[config.mk]
export PLATFORM = sky130hd
export DESIGN_NAME = clipped_argb_pixel_blend
export DESIGN_NICKNAME = d
export VERILOG_FILES = /design/src/rtl/core/cab_pkg.sv /design/src/rtl/core/cab_clip.sv /design/src/rtl/core/cab_mix.sv /design/src/rtl/core/clipped_argb_pixel_blend.sv
export SDC_FILE = /design/constraint.sdc
export NUM_CORES = 1
export LEC_CHECK = 0
export BUFFER_PORTS_ARGS = -buffer_cell sky130_fd_sc_hd__buf_4
export CORE_MARGIN = 4
export CORE_UTILIZATION = 30
export CTS_CLUSTER_DIAMETER = 120
export DETAILED_ROUTE_END_ITERATION = 6
export PLACE_DENSITY_LB_ADDON = 0.15
export SLEW_MARGIN = 20
export SYNTH_ARGS = -nofsm -noshare
export SYNTH_HDL_FRONTEND = slang
export SYNTH_SLANG_ARGS = --single-unit
[constraint.sdc]
create_clock -name clk -period 12.3 [get_ports clk]
set_input_delay 3.69 -clock clk [delete_from_list [all_inputs] [get_ports clk]]
set_output_delay 3.69 -clock clk [all_outputs]
set_load 0.05 [all_outputs]
[src/rtl/core/cab_pkg.sv]
// Shared constants, types and helpers for the clipped ARGB pixel blend.
package cab_pkg;

  // Largest surface edge; clip right/bottom edges saturate here.
  localparam int SURFACE_DIM_MAX = 4096;

  localparam int COORD_W    = 16;
  localparam int POS_W      = 12;
  localparam int SIZE_W     = 13;
  localparam int PIX_W      = 32;
  localparam int CH_W       = 8;
  localparam int CFG_IDX_W  = 3;
  localparam int CFG_DATA_W = 13;

  // Signed compare width: holds any coordinate, left+width and SURFACE_DIM_MAX.
  localparam int CMP_W = 18;

  localparam logic [CFG_IDX_W-1:0] REG_CLIP_LEFT   = 3'd0;
  localparam logic [CFG_IDX_W-1:0] REG_CLIP_TOP    = 3'd1;
  localparam logic [CFG_IDX_W-1:0] REG_CLIP_WIDTH  = 3'd2;
  localparam logic [CFG_IDX_W-1:0] REG_CLIP_HEIGHT = 3'd3;

  localparam logic [CH_W-1:0] ALPHA_CLEAR  = 8'h00;
  localparam logic [CH_W-1:0] ALPHA_OPAQUE = 8'hFF;

  typedef struct packed {
    logic [POS_W-1:0]  left;
    logic [POS_W-1:0]  top;
    logic [SIZE_W-1:0] width;
    logic [SIZE_W-1:0] height;
  } clip_cfg_t;

  // 4444 -> 8888: nibble * 17 is the nibble repeated twice.
  function automatic logic [PIX_W-1:0] widen4444(input logic [15:0] p);
    return {p[15:12], p[15:12], p[11:8], p[11:8], p[7:4], p[7:4], p[3:0], p[3:0]};
  endfunction

endpackage

[src/rtl/core/cab_clip.sv]
// Clip rectangle inside test for one pixel coordinate.
module cab_clip (
  input  cab_pkg::clip_cfg_t               cfg,
  input  logic [cab_pkg::COORD_W-1:0]      pixel_x,
  input  logic [cab_pkg::COORD_W-1:0]      pixel_y,
  output logic                             in_clip
);

  localparam logic [cab_pkg::CMP_W-1:0] DIM_MAX = cab_pkg::CMP_W'(cab_pkg::SURFACE_DIM_MAX);

  logic [cab_pkg::CMP_W-1:0] left_e, top_e, right_sum, bottom_sum, right_e, bottom_e;
  logic [cab_pkg::CMP_W-1:0] x_e, y_e;

  always_comb begin
    left_e     = cab_pkg::CMP_W'(cfg.left);
    top_e      = cab_pkg::CMP_W'(cfg.top);
    right_sum  = left_e + cab_pkg::CMP_W'(cfg.width);
    bottom_sum = top_e + cab_pkg::CMP_W'(cfg.height);
    right_e    = (right_sum > DIM_MAX) ? DIM_MAX : right_sum;
    bottom_e   = (bottom_sum > DIM_MAX) ? DIM_MAX : bottom_sum;
    x_e = {{(cab_pkg::CMP_W - cab_pkg::COORD_W){pixel_x[cab_pkg::COORD_W-1]}}, pixel_x};
    y_e = {{(cab_pkg::CMP_W - cab_pkg::COORD_W){pixel_y[cab_pkg::COORD_W-1]}}, pixel_y};
    in_clip = ($signed(x_e) >= $signed(left_e)) && ($signed(x_e) < $signed(right_e)) &&
              ($signed(y_e) >= $signed(top_e))  && ($signed(y_e) < $signed(bottom_e));
  end

endmodule

[src/rtl/core/cab_mix.sv]
// One color channel blend: (s*a + d*(255-a)) / 255, truncated.
module cab_mix (
  input  logic [cab_pkg::CH_W-1:0] src,
  input  logic [cab_pkg::CH_W-1:0] dst,
  input  logic [cab_pkg::CH_W-1:0] alpha,
  output logic [cab_pkg::CH_W-1:0] mixed
);

  logic [2*cab_pkg::CH_W-1:0] inv_a;
  logic [2*cab_pkg::CH_W-1:0] sum;
  logic [2*cab_pkg::CH_W:0]   adj;

  always_comb begin
    inv_a = (2*cab_pkg::CH_W)'(cab_pkg::ALPHA_OPAQUE - alpha);
    // at most 255*255, fits 16 bits
    sum = (2*cab_pkg::CH_W)'(src) * (2*cab_pkg::CH_W)'(alpha) +
          (2*cab_pkg::CH_W)'(dst) * inv_a;
    // exact floor(v/255) for v up to 255*255: (v + 1 + (v >> 8)) >> 8
    adj = (2*cab_pkg::CH_W+1)'(sum) + (2*cab_pkg::CH_W+1)'(1) +
          (2*cab_pkg::CH_W+1)'(sum >> cab_pkg::CH_W);
    mixed = adj[2*cab_pkg::CH_W-1:cab_pkg::CH_W];
  end

endmodule

[src/rtl/core/clipped_argb_pixel_blend.sv]
// Top level of the clipped ARGB pixel blend: input register, blend logic, result register.
//
//  channel | direction | handshake          | payload
//  --------+-----------+--------------------+--------------------------------------------
//  in      | input     | in_valid/in_stall  | pixel_x, pixel_y, source_format,
//          |           |                    | source_pixel, dest_pixel
//  out     | output    | out_valid/out_stall| write_enable, pixel_out
//  cfg     | input     | cfg_we             | cfg_index, cfg_wdata (clip rectangle)
//
// One item per clock sustained while out_stall is low; an accepted item is held in the input
// register, then in the result register, which drives out_valid and the outputs. The
// clip test, the 4444 widening and the three channel multiply/divide-by-255 paths sit
// between those two registers.
// Reset (rst_n low, synchronous) empties both stages and clears the clip rectangle
// to zero size, so nothing is written until it is configured.
// out_stall holds the result register; in_stall rises only when the input stage holds
// an item that cannot move into a full, stalled result register.
module clipped_argb_pixel_blend (
  input  logic                              clk,
  input  logic                              rst_n,

  input  logic                              in_valid,
  output logic                              in_stall,
  input  logic [cab_pkg::COORD_W-1:0]       in_pixel_x,
  input  logic [cab_pkg::COORD_W-1:0]       in_pixel_y,
  input  logic                              in_source_format,
  input  logic [cab_pkg::PIX_W-1:0]         in_source_pixel,
  input  logic [cab_pkg::PIX_W-1:0]         in_dest_pixel,

  output logic                              out_valid,
  input  logic                              out_stall,
  output logic                              out_write_enable,
  output logic [cab_pkg::PIX_W-1:0]         out_pixel_out,

  input  logic                              cfg_we,
  input  logic [cab_pkg::CFG_IDX_W-1:0]     cfg_index,
  input  logic [cab_pkg::CFG_DATA_W-1:0]    cfg_wdata
);

  // Clip rectangle registers
  cab_pkg::clip_cfg_t clip_r, clip_nxt;

  always_comb begin
    clip_nxt = clip_r;
    if (cfg_we) begin
      case (cfg_index)
        cab_pkg::REG_CLIP_LEFT:   clip_nxt.left   = cfg_wdata[cab_pkg::POS_W-1:0];
        cab_pkg::REG_CLIP_TOP:    clip_nxt.top    = cfg_wdata[cab_pkg::POS_W-1:0];
        cab_pkg::REG_CLIP_WIDTH:  clip_nxt.width  = cfg_wdata[cab_pkg::SIZE_W-1:0];
        cab_pkg::REG_CLIP_HEIGHT: clip_nxt.height = cfg_wdata[cab_pkg::SIZE_W-1:0];
        default:                  clip_nxt = clip_r;  // unmapped index: ignored
      endcase
    end
  end

  always_ff @(posedge clk) begin
    if (!rst_n) begin
      clip_r <= '0;
    end else begin
      clip_r <= clip_nxt;
    end
  end

  // Pipeline control
  logic s1_valid_r, s1_valid_nxt;
  logic out_valid_r, out_valid_nxt;
  logic out_free, s1_adv, in_take;

  assign out_free = !out_valid_r || !out_stall;
  assign s1_adv   = s1_valid_r && out_free;
  assign in_stall = s1_valid_r && !out_free;
  assign in_take  = in_valid && !in_stall;

  assign s1_valid_nxt  = in_take ? 1'b1 : (s1_adv ? 1'b0 : s1_valid_r);
  assign out_valid_nxt = s1_adv ? 1'b1 : (out_free ? 1'b0 : out_valid_r);

  always_ff @(posedge clk) begin
    if (!rst_n) begin
      s1_valid_r  <= 1'b0;
      out_valid_r <= 1'b0;
    end else begin
      s1_valid_r  <= s1_valid_nxt;
      out_valid_r <= out_valid_nxt;
    end
  end

  // Input stage payload
  logic [cab_pkg::COORD_W-1:0] x_r, y_r;
  logic                        fmt_r;
  logic [cab_pkg::PIX_W-1:0]   src_r, dst_r;

  always_ff @(posedge clk) begin
    if (in_take) begin
      x_r   <= in_pixel_x;
      y_r   <= in_pixel_y;
      fmt_r <= in_source_format;
      src_r <= in_source_pixel;
      dst_r <= in_dest_pixel;
    end
  end

  // Blend logic
  logic                      in_clip;
  logic [cab_pkg::PIX_W-1:0] src_w;
  logic [cab_pkg::CH_W-1:0]  alpha, red_mix, grn_mix, blu_mix;
  logic                      we_nxt;
  logic [cab_pkg::PIX_W-1:0] pix_nxt;

  assign src_w = fmt_r ? cab_pkg::widen4444(src_r[15:0]) : src_r;
  assign alpha = src_w[31:24];

  cab_clip u_clip (
    .cfg     (clip_r),
    .pixel_x (x_r),
    .pixel_y (y_r),
    .in_clip (in_clip)
  );

  cab_mix u_mix_r (.src(src_w[23:16]), .dst(dst_r[23:16]), .alpha(alpha), .mixed(red_mix));
  cab_mix u_mix_g (.src(src_w[15:8]),  .dst(dst_r[15:8]),  .alpha(alpha), .mixed(grn_mix));
  cab_mix u_mix_b (.src(src_w[7:0]),   .dst(dst_r[7:0]),   .alpha(alpha), .mixed(blu_mix));

  always_comb begin
    we_nxt = in_clip && (alpha != cab_pkg::ALPHA_CLEAR);
    if (!we_nxt) begin
      pix_nxt = '0;                       // no write: value reads as zero
    end else if (alpha == cab_pkg::ALPHA_OPAQUE) begin
      pix_nxt = src_w;                    // opaque source passes unchanged
    end else begin
      pix_nxt = {cab_pkg::ALPHA_OPAQUE, red_mix, grn_mix, blu_mix};
    end
  end

  // Result register
  logic                      we_r;
  logic [cab_pkg::PIX_W-1:0] pix_r;

  always_ff @(posedge clk) begin
    if (s1_adv) begin
      we_r  <= we_nxt;
      pix_r <= pix_nxt;
    end
  end

  assign out_valid        = out_valid_r;
  assign out_write_enable = we_r;
  assign out_pixel_out    = pix_r;

endmodule
-- Word level (Yosys, flattened, before mapping)
Index checks and enable logic that the tools add are counted.
- input port bits: 118
- bits in registers: 174
- output and inout bits: 35
- memories: 0
- logic and storage cells: 69
- latch bits: 0
- ROM bits: 0
- RAM bits: 0
- shifts and indexed selects: 0
- equal/unequal tests: 4
- muxes and demuxes: 8
- $add $sub $neg: 12
- div/mod/pow operators: 0
- bitwise logic cells: 0
- reductions and logical operators: 20
- $lt $le $gt $ge: 6
- multipliers: 6
- operators with widths (operator ; number):
    $mux W32 ; 2
    $add A16 B1 Y16 const B ; 3
    $add A16 B16 Y16 ; 3
    $add A16 B8 Y16 ; 3
    $mul A8 B16 Y16 ; 3
    $mul A8 B8 Y16 ; 3
    $gt A18 B13 Y1 const B ; 2
    $lt A16 B18 Y1 ; 2
    $mux W18 ; 2
    $ge A16 B13 Y1 ; 2
    $add A12 B13 Y14 ; 2
    $sub A8 B8 Y9 const A ; 1
    $eq A8 B8 Y1 const B ; 1
    $reduce_and A2 Y1 ; 4
    $reduce_bool A8 Y1 ; 1
    $logic_and A1 B1 Y1 ; 7
    $eq A3 B2 Y1 const B ; 2
    $logic_not A1 Y1 ; 4
    $mux W1 ; 4
    $reduce_bool A2 Y1 ; 2
    $eq A3 B1 Y1 const B ; 1
    $logic_not A3 Y1 ; 1
    $logic_or A1 B1 Y1 ; 1

-- Logic depth before layout (Yosys ltp)
- depth after elaboration: 8
- mapped depth: 37
- gate-level depth less buffers: 32

-- Cells and area by module
From an unflattened synthesis, not the netlist that was laid out.
- cell total of the unflattened synthesis: 2582
- area, all modules: 24138.2 um^2
- by module, submodules not included (module ; cells each ; times used ; sequential area each (um^2) ; area each (um^2)):
    clipped_argb_pixel_blend ; 528 ; 1 ; 4704.5 ; 6631.4
    cab_mix (u_mix_b) ; 578 ; 1 ; 0.0 ; 4997.3
    cab_mix (u_mix_g) ; 569 ; 1 ; 0.0 ; 4996.0
    cab_mix (u_mix_r) ; 555 ; 1 ; 0.0 ; 4917.2
    cab_clip ; 352 ; 1 ; 0.0 ; 2596.2

-- Worst setup path before layout
Ideal clock, no wire load.
- path kind: input -> register
- from: input out_stall
- to: register dst_r[0] (netlist name), enable pin
- stages on the path: 2
- data required time: 11754 ps
- slack: 3711 ps
- setup time: 546 ps
- data arrival time: 8043 ps
- cell sequence: and3_1 nor2b_1
- longest elaborated chain between the ends: 6
- RTL lines (element ; RTL line ; source):
    start: declaration ; clipped_argb_pixel_blend.sv:31 ; input logic out_stall,
    $logic_not A1 Y1 ; clipped_argb_pixel_blend.sv:69 ; assign out_free = !out_valid_r || !out_stall;
    $logic_or A1 B1 Y1 ; clipped_argb_pixel_blend.sv:69 ;
    $logic_not A1 Y1 ; clipped_argb_pixel_blend.sv:71 ; assign in_stall = s1_valid_r && !out_free;
    $logic_and A1 B1 Y1 ; clipped_argb_pixel_blend.sv:71 ;
    $logic_not A1 Y1 ; clipped_argb_pixel_blend.sv:72 ; assign in_take = in_valid && !in_stall;
    $logic_and A1 B1 Y1 ; clipped_argb_pixel_blend.sv:72 ;
    net in_take ; clipped_argb_pixel_blend.sv:67 ; logic out_free, s1_adv, in_take;
    end signal: assignment ; clipped_argb_pixel_blend.sv:98 ; dst_r <= in_dest_pixel;
    end: declaration ; clipped_argb_pixel_blend.sv:90 ; logic [cab_pkg::PIX_W-1:0] src_r, dst_r;
The timed path passes the listed nets, and every way through them passes these cells.
A chain may end at the register's enable or synchronous reset.

-- Worst setup path in the final report
- from: register fmt_r
- to: register pix_r, in the netlist out_pixel_out[8], data pin
- longest elaborated chain between the ends: 7
- elaborated cells between the ends (all ways): 11
- those cells by class: add/sub: 4; mul: 2; eq/ne: 1; mux: 2; reduce/logical: 2
- RTL lines (element ; RTL line ; source):
    start: declaration ; clipped_argb_pixel_blend.sv:89 ; logic fmt_r;
    start signal: assignment ; clipped_argb_pixel_blend.sv:96 ; fmt_r <= in_source_format;
    $mux W32 (*) ; clipped_argb_pixel_blend.sv:109 ; assign src_w = fmt_r ? cab_pkg::widen4444(src_r[15:0]) : src_r;
    $sub A8 B8 Y9 ; cab_mix.sv:14 ; inv_a = (2*cab_pkg::CH_W)'(cab_pkg::ALPHA_OPAQUE - alpha);
    $mul A8 B16 Y16 ; cab_mix.sv:17 ; (2*cab_pkg::CH_W)'(dst) * inv_a;
    $add A16 B16 Y16 ; cab_mix.sv:16 ; sum = (2*cab_pkg::CH_W)'(src) * (2*cab_pkg::CH_W)'(alpha) +
    $add A16 B1 Y16 ; cab_mix.sv:19 ; adj = (2*cab_pkg::CH_W+1)'(sum) + (2*cab_pkg::CH_W+1)'(1) +
    $add A16 B8 Y16 ; cab_mix.sv:19 ;
    $mux W32 ; clipped_argb_pixel_blend.sv:127 ; end else if (alpha == cab_pkg::ALPHA_OPAQUE) begin
    end signal: assignment ; clipped_argb_pixel_blend.sv:141 ; pix_r <= pix_nxt;
    end: declaration ; clipped_argb_pixel_blend.sv:136 ; logic [cab_pkg::PIX_W-1:0] pix_r;
Every way passes the cells marked *; elsewhere a longest branch is shown, timed or not.

==> run summary <==
### Outcome
• status: finished clean

### Floorplanning
• initial standard-cell utilization of the core: 0.3036
• Die W: 288.2 µm
• Floorplan Core Area: 0.07759 mm²
• number of top-level pins: 153
• site row count: 102
• Die Footprint: 0.08307 mm²
• y dimension of the die: 288.2 µm

### Global route
• overflow left after global routing: 0
• number of global-route vias before repair: 19290
• initial antenna violation count: 0
• wire length of the first global-routing pass: 109.7 mm
• Global Route Usage Sum: 0.1720
• pin count of the biggest net entering global routing: 63

### Critical path
• Data arrival, critical path: 9620 ps
• kind of critical path: register to register
• crit path max fanout: 55
• critical path buffer and inverter count: 6
• peak per-stage delay on the critical path: 840 ps
• endpoint type of the worst setup path: register
• kind of start point of the critical path: register
• critical-path cell with the highest stage delay: sky130_fd_sc_hd__mux2i_4
• worst path required time: 12630 ps
• Top delay family on crit path: adder cells
• cell occurring most often along the worst timing path: sky130_fd_sc_hd__fa_1

### Clock network
• number of H-tree levels: 4
• count of hold-fix buffers inserted at cts: 0
• clock slew seen by the registers of the worst setup and hold paths: 80 ps
• CTS Buffer Depth: 2
• number of sinks on the clock net: 174
• cells resized by post-CTS repair: 0
• TritonCTS clock tree: yes
• Post CTS Setup Buffer Count: 0
• number of CTS-inserted buffers: 17
• clock latency on the worst-skew pair: 500 ps
• root buffer selected by CTS: sky130_fd_sc_hd__clkbuf_16

### Timing
• hold violation total from the final report: 0
• unrepaired setup endpoints after global routing: no
• Tcrit/Tclk final: 0.7554
• final setup violating endpoints: 0
• achievable clock frequency: 107.6 MHz
• clock skew: 16.05 ps
• slew at the pin closest to its max-slew limit: 1072 ps
• Setup Total Neg Slack: 0 ps
• number of pins exceeding their max-slew limit in the final report: 0
• Rel. slew slack: 0.2755
• Min Clock Period, post-route: 9292 ps

### Logic synthesis
• mean cell area of the mapped netlist: 9.133 µm²
• fraction of post-synthesis cell area in the top cell type by area: 0.2465
• Yosys Warn Count: 0
• Main synth FF type: sky130_fd_sc_hd__edfxtp_1
• number of instances in the synthesized netlist: 2579
• Cell Area, Synth: 0.02356 mm²
• Unique masters post-synth: 94
• share of async-settable or async-resettable flops after synthesis: 0
• number of flops mapped to enable cells by yosys: 122
• total of flip-flops plus latches after synthesis: 174
• post-synthesis sequential area ratio: 0.1997
• top cells by area, synth: sky130_fd_sc_hd__fa_1 25%, sky130_fd_sc_hd__edfxtp_1 16%, sky130_fd_sc_hd__ha_1 15%
• library cell occupying the most area in the post-synthesis netlist: sky130_fd_sc_hd__fa_1

### Detailed routing
• antenna-violating nets left: 0
• total wirelength of the detailed-routed design: 69.20 mm
• Initial DRC Count: 749
• detailed-route DRC error count: 0
• routed wire length per instance: 18.46 µm
• via-per-instance ratio: 4.813
• number of vias in the routed layout: 18040
• iteration count of the initial detailed-routing pass: 5

### Flow run
• max-capacitance violation count: 0

### Layout
• commonest cells after routing, fill and taps aside: 485 x sky130_fd_sc_hd__inv_1, 312 x sky130_fd_sc_hd__nand2_1, 290 x sky130_fd_sc_hd__fa_1, 277 x sky130_fd_sc_hd__ha_1, 169 x sky130_fd_sc_hd__buf_4
• most common library cell in the layout ignoring fill and taps: sky130_fd_sc_hd__inv_1
• nets@finish: 3381
• Post-Route Utilization: 0.3423
• antenna cell count: 0
• Layout area overhead: 12.77%
• Filler Cells Inserted: 8158
• share of layout cells above drive strength 1: 0.09782

### Placement
• half-perimeter wire length after detailed placement: 55.13 mm
• number of buffers inserted by port buffering: 144
• Placer Congestion: 0.8836

### Worst hold path
• classification of the worst-slack hold path: register to register

[layer usage]
metal,track usage,up-vias,share of wire
met5,0,-,0
met3,0.02415,80,0.037
li1,-,8584,-
met1,0.2186,9043,0.44
met2,0.3035,337,0.50
met4,0.05152,0,0.025
[cell usage after synthesis (26+ instances only)]
cell	n
sky130_fd_sc_hd__nand2_1	312
sky130_fd_sc_hd__xnor2_1	45
sky130_fd_sc_hd__a21oi_1	67
sky130_fd_sc_hd__nor2_1	157
sky130_fd_sc_hd__mux2i_1	28
sky130_fd_sc_hd__nand3_1	35
sky130_fd_sc_hd__nor2b_1	34
sky130_fd_sc_hd__ha_1	277
sky130_fd_sc_hd__clkbuf_1	63
sky130_fd_sc_hd__inv_1	485
sky130_fd_sc_hd__and2_1	133
sky130_fd_sc_hd__a21o_1	30
sky130_fd_sc_hd__dfxtp_1	52
sky130_fd_sc_hd__edfxtp_1	122
sky130_fd_sc_hd__a21boi_0	52
sky130_fd_sc_hd__nor3_1	34
sky130_fd_sc_hd__o21ai_0	46
sky130_fd_sc_hd__fa_1	290
sky130_fd_sc_hd__o21a_1	26
[sequential cells by signal (all words and copies together), names as in the netlist]
register,cells
clip_r,50
dst_r,24
fmt_r,1
out_pixel_out,32
out_valid,1
out_write_enable,1
s1_valid_r,1
src_r,32
x_r,16
y_r,16
[layout make-up]
| type | instances | area, µm² | share of cell area |
|---|---|---|---|
| Tap cell | 1040 | 1301 | 0.04899 |
| Sequential cell | 174 | 4705 | 0.1771 |
| Inverter | 485 | 1821 | 0.06853 |
| Multi-Input combinational cell | 1848 | 16870 | 0.6352 |
| Timing Repair Buffer | 170 | 1289 | 0.04851 |
| Clock inverter | 10 | 90.09 | 0.003391 |
| Clock buffer | 22 | 486.7 | 0.01832 |
[per-stage QoR]
stage	hold slack (ps)	worst slack (ps)	instance area (µm²)	std cells
3_3_place_gp	465.0	3101	25980	3717
5_1_grt	495.9	2388	26560	3749
4_1_cts	476.5	3061	26560	3749
2_1_floorplan	447.8	3711	23570	2583
3_5_place_dp	465.2	3073	25980	3717
6_report	472.3	3008	26560	3749
[final timing paths]
check	from	end	slack [ps]	cells past startpoint
max	fmt_r	out_pixel_out[8]	3010	29
min	clip_r[19]	clip_r[19]	470	2
max reg2reg	fmt_r	out_pixel_out[8]	3010	29
min reg2reg	clip_r[19]	clip_r[19]	470	2
[logic make-up after synthesis]
| kind of cell | share of synthesized area |
|---|---|
| other | 0.0003188 |
| muxes | 0.01764 |
| and+or+nand+nor | 0.1701 |
| xor gates and xnor gates | 0.02380 |
| buffers and inverters | 0.09035 |
| DFF | 0.1997 |
| adders and majority gates | 0.3940 |
| AOI/OAI and AO/OA | 0.1041 |
[worst register-to-register path, delay by kind of cell (launching register included)]
family | cells | cell delay (ps)
adders and majority gates | 9 | 3990
AOI/OAI and AO/OA | 9 | 1850
buffers and inverters | 6 | 1150
muxes | 1 | 910
xor gates and xnor gates | 2 | 570
DFF | 1 | 390
and+or+nand+nor | 2 | 290
Power is not shown: default switching activity piles up to over one toggle a cycle in this logic, so the estimate is an artifact.
